$ cat src/design/nifd_pkg.sv
`timescale 1ns / 1ps
`default_nettype none

package nifd_pkg;

	localparam int INTERVAL_BITS = 16;
	localparam int WINDOW_BITS   = 32;
	localparam int HALF_BITS     = 16;
	localparam int WORD_BITS     = 32;
	localparam int COUNT_BITS    = 6;
	localparam int BYTE_BITS     = 8;
	localparam int CFG_INDEX_BITS = 3;
	localparam int QUEUE_DEPTH   = 2;
	localparam int QUEUE_PTR_BITS = $clog2(QUEUE_DEPTH);
	localparam int QUEUE_CNT_BITS = $clog2(QUEUE_DEPTH + 1);

	typedef enum logic [1:0] {
		MODE_EDGE    = 2'd0,
		MODE_GLITCH  = 2'd1,
		MODE_OVERRUN = 2'd2,
		MODE_TIMEOUT = 2'd3
	} event_mode_t;

	typedef enum logic [CFG_INDEX_BITS-1:0] {
		REG_START_WINDOW   = 3'd0,
		REG_COMMAND_WINDOW = 3'd1,
		REG_REPEAT_WINDOW  = 3'd2,
		REG_ACK_WINDOW     = 3'd3,
		REG_LONG_WINDOW    = 3'd4,
		REG_SHORT_WINDOW   = 3'd5,
		REG_CHECKSUM_EN    = 3'd6
	} reg_index_t;

	typedef enum logic [2:0] {
		PH_IDLE     = 3'd0,
		PH_LEADER   = 3'd1,
		PH_MODE     = 3'd2,
		PH_CMD_ACK  = 3'd3,
		PH_RPT_ACK  = 3'd4,
		PH_BIT      = 3'd5,
		PH_ZERO_ACK = 3'd6,
		PH_ONE_ACK  = 3'd7
	} phase_t;

	typedef struct packed {
		logic [WINDOW_BITS-1:0] start_win;
		logic [WINDOW_BITS-1:0] command_win;
		logic [WINDOW_BITS-1:0] repeat_win;
		logic [WINDOW_BITS-1:0] ack_win;
		logic [WINDOW_BITS-1:0] long_win;
		logic [WINDOW_BITS-1:0] short_win;
	} windows_t;

	typedef struct packed {
		logic is_edge;
		logic start_hit;
		logic command_hit;
		logic repeat_hit;
		logic ack_hit;
		logic long_hit;
		logic short_hit;
	} class_t;

	function automatic logic in_window(input logic [WINDOW_BITS-1:0] win,
			input logic [INTERVAL_BITS-1:0] d);
		logic [WORD_BITS-1:0] lo;
		logic [WORD_BITS-1:0] hi;
		logic [WORD_BITS-1:0] dx;
		lo = WORD_BITS'(win[HALF_BITS-1:0]);
		hi = WORD_BITS'(win[WINDOW_BITS-1:HALF_BITS]);
		dx = WORD_BITS'(d);
		return (lo <= dx) && (dx < hi);
	endfunction

endpackage

`default_nettype wire

$ cat src/design/nec_ir_frame_decoder_unit.sv
`timescale 1ns / 1ps
`default_nettype none

// NEC infrared frame decoder. Each input word is one line event, an edge with the interval
// since the previous edge or a glitch, overrun or timeout report. The front end compares the
// interval against all six timing windows in the cycle it accepts the word and places the
// result in a two-entry queue; the frame state machine behind it retires one queued event per
// cycle into a registered output word, except while that word is stalled. The block takes one
// event per cycle while the output side keeps up. A result word carries the device and
// command bytes of a full frame, or the stored ones for a repeat frame. The user must write
// configuration registers through cfg_we, cfg_index and cfg_data only while no event is in
// flight; the block does not enforce this. Indexes beyond the last register are ignored.
module nec_ir_frame_decoder_unit (
	input  wire logic                                clk,
	input  wire logic                                arst_n,
	input  wire logic                                cfg_we,
	input  wire logic [nifd_pkg::CFG_INDEX_BITS-1:0] cfg_index,
	input  wire logic [nifd_pkg::WINDOW_BITS-1:0]    cfg_data,
	input  wire logic                                in_valid,
	output logic                                     in_ready,
	input  wire logic [1:0]                          mode,
	input  wire logic [nifd_pkg::INTERVAL_BITS-1:0]  interval,
	output logic                                     out_valid,
	input  wire logic                                out_ready,
	output logic [7:0]                               device,
	output logic [7:0]                               command,
	output logic                                     repeat_flag,
	output logic                                     verified
);

	nifd_pkg::windows_t windows_q;
	logic               checksum_en_q;
	logic               q_full, q_push, q_pop, q_valid;
	nifd_pkg::class_t   q_entry, q_head;

	always_ff @(posedge clk or negedge arst_n) begin
		if (!arst_n) begin
			windows_q     <= '0;
			checksum_en_q <= 1'b1;
		end else if (cfg_we) begin
			case (cfg_index)
				nifd_pkg::REG_START_WINDOW:   windows_q.start_win   <= cfg_data;
				nifd_pkg::REG_COMMAND_WINDOW: windows_q.command_win <= cfg_data;
				nifd_pkg::REG_REPEAT_WINDOW:  windows_q.repeat_win  <= cfg_data;
				nifd_pkg::REG_ACK_WINDOW:     windows_q.ack_win     <= cfg_data;
				nifd_pkg::REG_LONG_WINDOW:    windows_q.long_win    <= cfg_data;
				nifd_pkg::REG_SHORT_WINDOW:   windows_q.short_win   <= cfg_data;
				nifd_pkg::REG_CHECKSUM_EN:    checksum_en_q         <= cfg_data[0];
				default: begin
				end
			endcase
		end
	end

	nifd_classify u_classify (
		.in_valid (in_valid),
		.in_ready (in_ready),
		.mode     (mode),
		.interval (interval),
		.windows  (windows_q),
		.q_full   (q_full),
		.q_push   (q_push),
		.q_entry  (q_entry)
	);

	nifd_queue u_queue (
		.clk        (clk),
		.arst_n     (arst_n),
		.push       (q_push),
		.push_entry (q_entry),
		.full       (q_full),
		.pop        (q_pop),
		.valid      (q_valid),
		.head       (q_head)
	);

	nifd_frame_fsm u_frame_fsm (
		.clk         (clk),
		.arst_n      (arst_n),
		.checksum_en (checksum_en_q),
		.q_valid     (q_valid),
		.q_head      (q_head),
		.q_pop       (q_pop),
		.out_valid   (out_valid),
		.out_ready   (out_ready),
		.device      (device),
		.command     (command),
		.repeat_flag (repeat_flag),
		.verified    (verified)
	);

endmodule

`default_nettype wire

$ cat src/design/nifd_classify.sv
`timescale 1ns / 1ps
`default_nettype none

module nifd_classify (
	input  wire logic                              in_valid,
	output logic                                   in_ready,
	input  wire logic [1:0]                        mode,
	input  wire logic [nifd_pkg::INTERVAL_BITS-1:0] interval,
	input  wire nifd_pkg::windows_t                windows,
	input  wire logic                              q_full,
	output logic                                   q_push,
	output nifd_pkg::class_t                       q_entry
);

	assign in_ready = !q_full;
	assign q_push   = in_valid && !q_full;

	always_comb begin
		q_entry.is_edge     = (mode == nifd_pkg::MODE_EDGE);
		q_entry.start_hit   = nifd_pkg::in_window(windows.start_win, interval);
		q_entry.command_hit = nifd_pkg::in_window(windows.command_win, interval);
		q_entry.repeat_hit  = nifd_pkg::in_window(windows.repeat_win, interval);
		q_entry.ack_hit     = nifd_pkg::in_window(windows.ack_win, interval);
		q_entry.long_hit    = nifd_pkg::in_window(windows.long_win, interval);
		q_entry.short_hit   = nifd_pkg::in_window(windows.short_win, interval);
	end

endmodule

`default_nettype wire

$ cat src/design/nifd_queue.sv
`timescale 1ns / 1ps
`default_nettype none

module nifd_queue (
	input  wire logic             clk,
	input  wire logic             arst_n,
	input  wire logic             push,
	input  wire nifd_pkg::class_t push_entry,
	output logic                  full,
	input  wire logic             pop,
	output logic                  valid,
	output nifd_pkg::class_t      head
);

	nifd_pkg::class_t entries_q [nifd_pkg::QUEUE_DEPTH];
	logic [nifd_pkg::QUEUE_PTR_BITS-1:0] wr_ptr_q;
	logic [nifd_pkg::QUEUE_PTR_BITS-1:0] rd_ptr_q;
	logic [nifd_pkg::QUEUE_CNT_BITS-1:0] count_q;

	assign full  = (count_q == nifd_pkg::QUEUE_CNT_BITS'(nifd_pkg::QUEUE_DEPTH));
	assign valid = (count_q != '0);
	assign head  = entries_q[rd_ptr_q];

	always_ff @(posedge clk) begin
		if (push) begin
			entries_q[wr_ptr_q] <= push_entry;
		end
	end

	always_ff @(posedge clk or negedge arst_n) begin
		if (!arst_n) begin
			wr_ptr_q <= '0;
			rd_ptr_q <= '0;
			count_q  <= '0;
		end else begin
			if (push) begin
				wr_ptr_q <= (wr_ptr_q == nifd_pkg::QUEUE_PTR_BITS'(nifd_pkg::QUEUE_DEPTH - 1))
					? '0 : wr_ptr_q + 1'b1;
			end
			if (pop) begin
				rd_ptr_q <= (rd_ptr_q == nifd_pkg::QUEUE_PTR_BITS'(nifd_pkg::QUEUE_DEPTH - 1))
					? '0 : rd_ptr_q + 1'b1;
			end
			if (push && !pop) begin
				count_q <= count_q + 1'b1;
			end else if (pop && !push) begin
				count_q <= count_q - 1'b1;
			end
		end
	end

endmodule

`default_nettype wire

$ cat src/design/nifd_frame_fsm.sv
`timescale 1ns / 1ps
`default_nettype none

module nifd_frame_fsm (
	input  wire logic             clk,
	input  wire logic             arst_n,
	input  wire logic             checksum_en,
	input  wire logic             q_valid,
	input  wire nifd_pkg::class_t q_head,
	output logic                  q_pop,
	output logic                  out_valid,
	input  wire logic             out_ready,
	output logic [7:0]            device,
	output logic [7:0]            command,
	output logic                  repeat_flag,
	output logic                  verified
);

	nifd_pkg::phase_t                     phase_q, phase_d;
	logic [nifd_pkg::WORD_BITS-1:0]       shift_q, shift_d;
	logic [nifd_pkg::COUNT_BITS-1:0]      bits_q, bits_d;
	logic                                 have_code_q, have_code_d;
	logic [nifd_pkg::BYTE_BITS-1:0]       stored_device_q, stored_device_d;
	logic [nifd_pkg::BYTE_BITS-1:0]       stored_command_q, stored_command_d;
	logic                                 stored_verified_q, stored_verified_d;
	logic                                 emit;
	logic                                 emit_repeat;
	logic [nifd_pkg::BYTE_BITS-1:0]       emit_device, emit_command;
	logic                                 emit_verified;

	logic                                 out_valid_q;
	logic [nifd_pkg::BYTE_BITS-1:0]       device_q, command_q;
	logic                                 repeat_q, verified_q;

	assign q_pop       = q_valid && (!out_valid_q || out_ready);
	assign out_valid   = out_valid_q;
	assign device      = device_q;
	assign command     = command_q;
	assign repeat_flag = repeat_q;
	assign verified    = verified_q;

	always_comb begin
		logic [nifd_pkg::WORD_BITS-1:0]  new_shift;
		logic [nifd_pkg::COUNT_BITS-1:0] new_bits;
		logic [nifd_pkg::BYTE_BITS-1:0]  b3, b2, b1, b0;
		logic                            ok;
		phase_d           = phase_q;
		shift_d           = shift_q;
		bits_d            = bits_q;
		have_code_d       = have_code_q;
		stored_device_d   = stored_device_q;
		stored_command_d  = stored_command_q;
		stored_verified_d = stored_verified_q;
		emit              = 1'b0;
		emit_repeat       = 1'b0;
		emit_device       = stored_device_q;
		emit_command      = stored_command_q;
		emit_verified     = stored_verified_q;
		new_shift = {shift_q[nifd_pkg::WORD_BITS-2:0], (phase_q == nifd_pkg::PH_ONE_ACK)};
		new_bits  = bits_q + 1'b1;
		b3 = new_shift[31:24];
		b2 = new_shift[23:16];
		b1 = new_shift[15:8];
		b0 = new_shift[7:0];
		ok = (b3 == ~b2) && (b1 == ~b0);
		if (q_pop) begin
			if (!q_head.is_edge) begin
				phase_d = nifd_pkg::PH_IDLE;
			end else begin
				case (phase_q)
					nifd_pkg::PH_IDLE: begin
						phase_d = nifd_pkg::PH_LEADER;
					end
					nifd_pkg::PH_LEADER: begin
						phase_d = q_head.start_hit ? nifd_pkg::PH_MODE : nifd_pkg::PH_IDLE;
					end
					nifd_pkg::PH_MODE: begin
						if (q_head.command_hit) begin
							phase_d = nifd_pkg::PH_CMD_ACK;
						end else if (q_head.repeat_hit) begin
							phase_d = nifd_pkg::PH_RPT_ACK;
						end else begin
							phase_d = nifd_pkg::PH_IDLE;
						end
					end
					nifd_pkg::PH_CMD_ACK: begin
						if (q_head.ack_hit) begin
							shift_d     = '0;
							bits_d      = '0;
							have_code_d = 1'b0;
							phase_d     = nifd_pkg::PH_BIT;
						end else begin
							phase_d = nifd_pkg::PH_IDLE;
						end
					end
					nifd_pkg::PH_RPT_ACK: begin
						phase_d = nifd_pkg::PH_IDLE;
						if (q_head.ack_hit && have_code_q) begin
							emit        = 1'b1;
							emit_repeat = 1'b1;
						end
					end
					nifd_pkg::PH_BIT: begin
						if (q_head.long_hit) begin
							phase_d = nifd_pkg::PH_ONE_ACK;
						end else if (q_head.short_hit) begin
							phase_d = nifd_pkg::PH_ZERO_ACK;
						end else begin
							phase_d = nifd_pkg::PH_IDLE;
						end
					end
					default: begin
						if (!q_head.ack_hit) begin
							phase_d = nifd_pkg::PH_IDLE;
						end else begin
							shift_d = new_shift;
							bits_d  = new_bits;
							if (new_bits < nifd_pkg::COUNT_BITS'(nifd_pkg::WORD_BITS)) begin
								phase_d = nifd_pkg::PH_BIT;
							end else begin
								phase_d           = nifd_pkg::PH_IDLE;
								have_code_d       = 1'b1;
								stored_device_d   = b3;
								stored_command_d  = b1;
								stored_verified_d = checksum_en && ok;
								emit              = 1'b1;
								emit_device       = b3;
								emit_command      = b1;
								emit_verified     = checksum_en && ok;
							end
						end
					end
				endcase
			end
		end
	end

	always_ff @(posedge clk or negedge arst_n) begin
		if (!arst_n) begin
			phase_q           <= nifd_pkg::PH_IDLE;
			shift_q           <= '0;
			bits_q            <= '0;
			have_code_q       <= 1'b0;
			stored_device_q   <= '0;
			stored_command_q  <= '0;
			stored_verified_q <= 1'b0;
			out_valid_q       <= 1'b0;
		end else begin
			phase_q           <= phase_d;
			shift_q           <= shift_d;
			bits_q            <= bits_d;
			have_code_q       <= have_code_d;
			stored_device_q   <= stored_device_d;
			stored_command_q  <= stored_command_d;
			stored_verified_q <= stored_verified_d;
			if (emit) begin
				out_valid_q <= 1'b1;
			end else if (out_ready) begin
				out_valid_q <= 1'b0;
			end
		end
	end

	always_ff @(posedge clk) begin
		if (emit) begin
			device_q   <= emit_device;
			command_q  <= emit_command;
			repeat_q   <= emit_repeat;
			verified_q <= emit_verified;
		end
	end

endmodule

`default_nettype wire

$ cat config.mk
export PLATFORM = sky130hd
export DESIGN_NAME = nec_ir_frame_decoder_unit
export DESIGN_NICKNAME = d
export VERILOG_FILES = /design/src/design/nifd_pkg.sv /design/src/design/nec_ir_frame_decoder_unit.sv /design/src/design/nifd_classify.sv /design/src/design/nifd_queue.sv /design/src/design/nifd_frame_fsm.sv
export SDC_FILE = /design/constraint.sdc
export NUM_CORES = 1
export LEC_CHECK = 0
export BUFFER_PORTS_ARGS = -buffer_cell sky130_fd_sc_hd__buf_4
export CORE_MARGIN = 1
export CORE_UTILIZATION = 45
export DETAILED_ROUTE_END_ITERATION = 12
export HOLD_SLACK_MARGIN = 0.02
export PLACE_DENSITY = 0.63
export SYNTH_ARGS = -nofsm -noshare
export SYNTH_HDL_FRONTEND = slang
export SYNTH_SLANG_ARGS = --single-unit
$ cat constraint.sdc
create_clock -name clk -period 2.1 [get_ports clk]
set_clock_uncertainty 0.2 [all_clocks]
set_input_delay 0.21 -clock clk [delete_from_list [all_inputs] [get_ports clk]]
set_output_delay 0.21 -clock clk [all_outputs]
set_load 0.05 [all_outputs]
# [Word level (Yosys, flattened, before mapping)]
# Memories as Yosys holds them, arrays and structs flattened.
# Index checks and enable logic that the tools add are counted.
[word_totals] reg_bits=274 ramBits=14 memories=1
[memory_table] name="u_queue.entries_q" depth=2 width=7 read_ports=1 rd_ports_with_merged_regs=0 wr=1 line_no="nifd_queue.sv:15" source="nifd_pkg::class_t entries_q [nifd_pkg::QUEUE_DEPTH];"
[op_classes] addsub=5 order_cmp=13 eq_ne=16 mux=49 bitwise_logic=3 reduce_logical=37
[ops] cell="<= comparator 16 bit" count=6
[ops] cell="< comparator 16 bit" count=6
[ops] cell="2-to-1 mux 8 bit" count=10
[ops] cell="2-to-1 mux 31 bit" count=2
[ops] cell="one-hot mux 31 bit (2 select lines)" count=1
[ops] cell="2-to-1 mux 3 bit" count=8
[ops] cell="2-to-1 mux 1 bit" count=19
[ops] cell="== test 3 bit (second input constant)" count=6
[ops] cell="one-hot mux 3 bit (6 select lines)" count=1
[ops] cell="== test 8 bit" count=2
[ops] cell="inverter 8 bit" count=2
[ops] cell="AND reduction 2 bit" count=7
[ops] cell="logical AND 1 bit" count=13
[ops] cell="== test 3 x 2 -> 1 bit (second input constant)" count=4
[ops] cell="2-to-1 mux 6 bit" count=2
[ops] cell="one-hot mux 6 bit (2 select lines)" count=1
[ops] cell="OR reduction 5 bit" count=2
[ops] cell="adder 6 x 1 -> 6 bit (second input constant)" count=1
[ops] cell="== test 3 x 1 -> 1 bit (second input constant)" count=2
[ops] cell="logical NOT 3 bit" count=2
[ops] cell="< comparator 6 bit (second input constant)" count=1
[ops] cell="2-to-1 mux 2 bit" count=3
[ops] cell="nonzero test 2 bit" count=3
[ops] cell="OR reduction 6 bit" count=1
[ops] cell="13 further kinds" count=18

# [Depth between registers and ports, before layout]
[depth] depth_word=10 mapped_depth=8 mapped_depth_nobuf=7

# [Modules after synthesis]
# Synthesis repeated with hierarchy kept, for this count alone.
[hier_totals] cells_unflattened=1248 area_unflattened_um2=15600.0
[modules_own_cells] module="nec_ir_frame_decoder_unit" instances=1 cells_each=415 area_per_inst_um2=7303.3
[modules_own_cells] module="nifd_classify" instances=1 cells_each=562 area_per_inst_um2=4395.5
[modules_own_cells] module="nifd_frame_fsm" instances=1 cells_each=233 area_per_inst_um2=3199.3
[modules_own_cells] module="nifd_queue" instances=1 cells_each=38 area_per_inst_um2=701.9

# [Least setup slack after synthesis]
# No wires, ideal clock.
[synth_timing] kind="register to register" startpoint="register windows_q[78] (netlist bit)" endpoint="memory u_queue.entries_q[0][2] (netlist bit) (data pin)" setup_time_ns=0.167 arrival_time_ns=1.894 setup_slack_ns=-0.162 path_stages_with_launch=6 path_cell_list="dfrtp_1 ha_1 nand4_1 or4_1 or3_1 a211oi_2"
[synth_lines] element="start, declared" line_no="nec_ir_frame_decoder_unit.sv:31" source="nifd_pkg::windows_t windows_q;"
[synth_lines] element="end, declared" line_no="nifd_queue.sv:15"

==> flow_metrics.env <==
export IMPL_crit_path_max_incr_delay_ns=0.60
export IMPL_place_ws_ns=-0.4522
export IMPL_peakVddDrop_mv=0.6846
export IMPL_cp_start_kind="register"
export IMPL_critPathArrivalTime_ns=2.66
export IMPL_routed_wl_mm=39.41
export IMPL_hold_viol_final=0
export IMPL_critPathCaptureType="register"
export IMPL_synth_nets=1637
export IMPL_cts_buffers=31
export IMPL_drv_slew=0
export IMPL_place_hpwl_mm=28.08
export IMPL_synth_area_um2=15310
export IMPL_num_vias=11130
export IMPL_yosys_area_top_type="dfrtp_1"
export IMPL_slowest_stage="or4_4"
export IMPL_crit_fanout=2
export IMPL_die_y_um=186.5
export IMPL_wl_per_cell_um=18.80
export IMPL_gp_congestion=0.9101
export IMPL_async_flop_share=0.8889
export IMPL_worst_pin_slew_ns=0.7098
export IMPL_ys_flop_type="dfrtp_1"
export IMPL_p_per_area_nw_per_um2=905.6
export IMPL_grt_first_pass_wirelength_mm=63.37
export IMPL_fin_util=0.5746
export IMPL_required_ns=2.30
export IMPL_syn2layout_area_growth_pct=25.82
export IMPL_cts_tree="done"
export IMPL_period_needed_ns=2.457
export IMPL_ys_seq_area_frac=0.4812
export IMPL_layout_commonest_cell="dfrtp_1"
export IMPL_cts_sinks=288
export IMPL_synth_edf_count=32
export IMPL_fmax_mhz=407.0
export IMPL_cap_violations=0
export IMPL_cts_buffer_depth=3
export IMPL_vias_per_cell=5.312
export IMPL_grt_pass1_vias=11380
export IMPL_fp_row_count=67
export IMPL_netlist_top_cells_area="dfrtp_1, ha_1, mux2_2"
export IMPL_ys_seq_elements=288
export IMPL_root_buffer="clkbuf_16"
export IMPL_dieWidth_um=186.5
export IMPL_final_cell_mix="dfrtp_1, buf_4, ha_1"
export IMPL_timing_final_crit_share=1.170
export IMPL_drive_gt1_frac=0.2664
export IMPL_clock_latency_ns=0.56
export IMPL_setup_violations=21
export IMPL_rsz0062_at_grt="yes"
export IMPL_synth_avg_cell_area_um2=11.01
export IMPL_io_buffers=77
export IMPL_io_pins=78
export IMPL_n_fill_cell=2872
export IMPL_path_cells="ha_4 -> nand4_1 -> or4_4 -> or3_4 -> a211oi_4"
export IMPL_grt_overflow_total=0
export IMPL_drt_iter0_markers=553
export IMPL_grt_antenna_before_repair=1
export IMPL_yosys_warnings=0
export IMPL_grt_usage=0.2313
export IMPL_synth_top_area_share=0.4167
export IMPL_drtAntennaViolNets=0
export IMPL_failed_checks="setup timing"
export IMPL_core_um2=33530
export IMPL_final_nets=1871
export IMPL_grt_max_degree=67
export IMPL_die_area_um2=34770
export IMPL_start_util=0.4567
export IMPL_htreeDepth=1
export IMPL_leakage_nw=9.152
export IMPL_path_class="register to register"
export IMPL_min_path_type="input pin to async pin"
export IMPL_n_antenna_cell=0
export IMPL_status="finished, violations left"
export IMPL_slew_headroom=0.5251
export IMPL_drc=0
export IMPL_fin_ws_ns=-0.3568
export IMPL_synthCells=1391
export IMPL_drtPass1Iterations=4
export IMPL_ys_types=49
export IMPL_path_clk_slew_ns=0.06
==> critical path, delay by kind of cell (launching register included) <==
| family | cells | cell delay, ns |
|---|---|---|
| AOI/OAI and AO/OA | 1 | 0.21 |
| DFF | 1 | 0.42 |
| and+or+nand+nor | 3 | 1.16 |
| adders and majority gates | 1 | 0.29 |
==> sequential cells by signal (all words and copies together), names as in the netlist <==
register	cells
u_frame_fsm.out_valid	1
u_frame_fsm.shift_q	31
u_queue.wr_ptr_q	1
u_frame_fsm.stored_command_q	8
u_frame_fsm.stored_device_q	8
checksum_en_q	1
u_queue.rd_ptr_q	1
u_frame_fsm.phase_q	3
u_queue.entries_q	14
u_frame_fsm.device	8
u_frame_fsm.bits_q	6
u_frame_fsm.have_code_q	1
u_frame_fsm.verified	1
windows_q	192
u_queue.count_q	2
u_frame_fsm.command	8
u_frame_fsm.repeat_flag	1
u_frame_fsm.stored_verified_q	1
==> per-stage QoR <==
step / instance area (um^2) / hold slack (ns) / TNS, ns / std cells / power [mW]
global route: 19270 / 0.05323 / -4.305 / 2096 / 18.48
global placement: 17350 / -0.08358 / -4.259 / 1983 / 11.59
detailed placement: 17350 / -0.08682 / -4.769 / 1983 / 11.74
CTS: 19050 / 0.05205 / -3.373 / 2089 / 17.46
floorplan: 15360 / -0.2856 / -0.2678 / 1391 / 9.927
finish: 19270 / 0.06290 / -3.013 / 2096 / 17.45
==> report_power, final <==
group | internal, mW | leakage [nW] | switching [mW]
registers | 6.64 | 3.53 | 0.549
logic | 2.34 | 5.13 | 2.45
clock network | 3.29 | 0.497 | 2.18
total | 12.3 | 9.15 | 5.18
==> cell usage after synthesis (3+ instances only) <==
cell and instances:
or3_1 5, xor2_1 18, mux2_1 25, o21a_1 7, o21bai_1 5, clkbuf_1 27
nand3_1 28, inv_1 117, a21oi_1 73, edfxtp_1 32, or4b_2 5, nand4_1 38
nand2_1 167, dfrtp_1 255, nor3b_1 8, nor2_1 31, or4_1 6, ha_1 188
a22o_1 5, nand4b_1 3, nand2b_1 4, mux2_2 126, nor2b_1 7, a221oi_1 6
nor3_1 12, a211oi_2 5, and2_1 3, mux2i_1 3, o21ai_0 77, xnor2_1 7
o31ai_1 7, o21ai_1 37, a21o_1 23, buf_2 11
==> path summary, 6_finish.rpt <==
kind                                start                       to  slack [ns]  cells after the start
setup / recovery           windows_q[137]  u_queue.entries_q[1][4]       -0.36                      5
hold / removal                     arst_n            checksum_en_q        0.06                      2
setup reg to reg           windows_q[137]  u_queue.entries_q[1][4]       -0.36                      5
hold reg to reg            windows_q[112]           windows_q[112]        0.28                      1
max in group asynchronous          arst_n            windows_q[16]        1.23                      3
min in group clk             interval[15]  u_queue.entries_q[0][1]        0.23                      6
==> area by class of cell <==
type	count	area [um^2]	share of cell area
inverters	117	439.2	0.02279
clock inverters	13	163.9	0.008507
multi-input cells	944	7690	0.3991
well taps	448	560.5	0.02909
repair buffers	243	2193	0.1138
flip-flops and latches	288	7370	0.3825
clock buffers	43	850.8	0.04416
==> layer usage <==
layer | vias to the layer above | part of all wire | GRT usage
met1 | 5491 | 0.45 | 0.3040
met5 | - | 0.00033 | 0
li1 | 5396 | - | -
met2 | 189 | 0.50 | 0.4050
met4 | 2 | 0.024 | 0.05927
met3 | 56 | 0.032 | 0.02708
==> cells by family after synthesis <==
| kind of cell | synth area share |
|---|---|
| buf+inv | 0.04118 |
| xor+xnor | 0.01430 |
| flops | 0.4812 |
| mux | 0.1130 |
| fa+ha+maj | 0.1536 |
| simple gates | 0.09837 |
| compound gates | 0.09837 |
==> timing repair <==
| item | CTS | global route |
|---|---|---|
| hold buffers | 43 | 0 |
| gates resized for setup | 32 | 31 |
| endpoints found under the setup margin | 29 | 43 |
| pin swaps | 8 | 14 |
| endpoints found under the hold margin | 454 | 0 |
| cloned | 2 | 1 |
| buffers inserted | 5 | 8 |
Power figures use the tool's default switching activity.
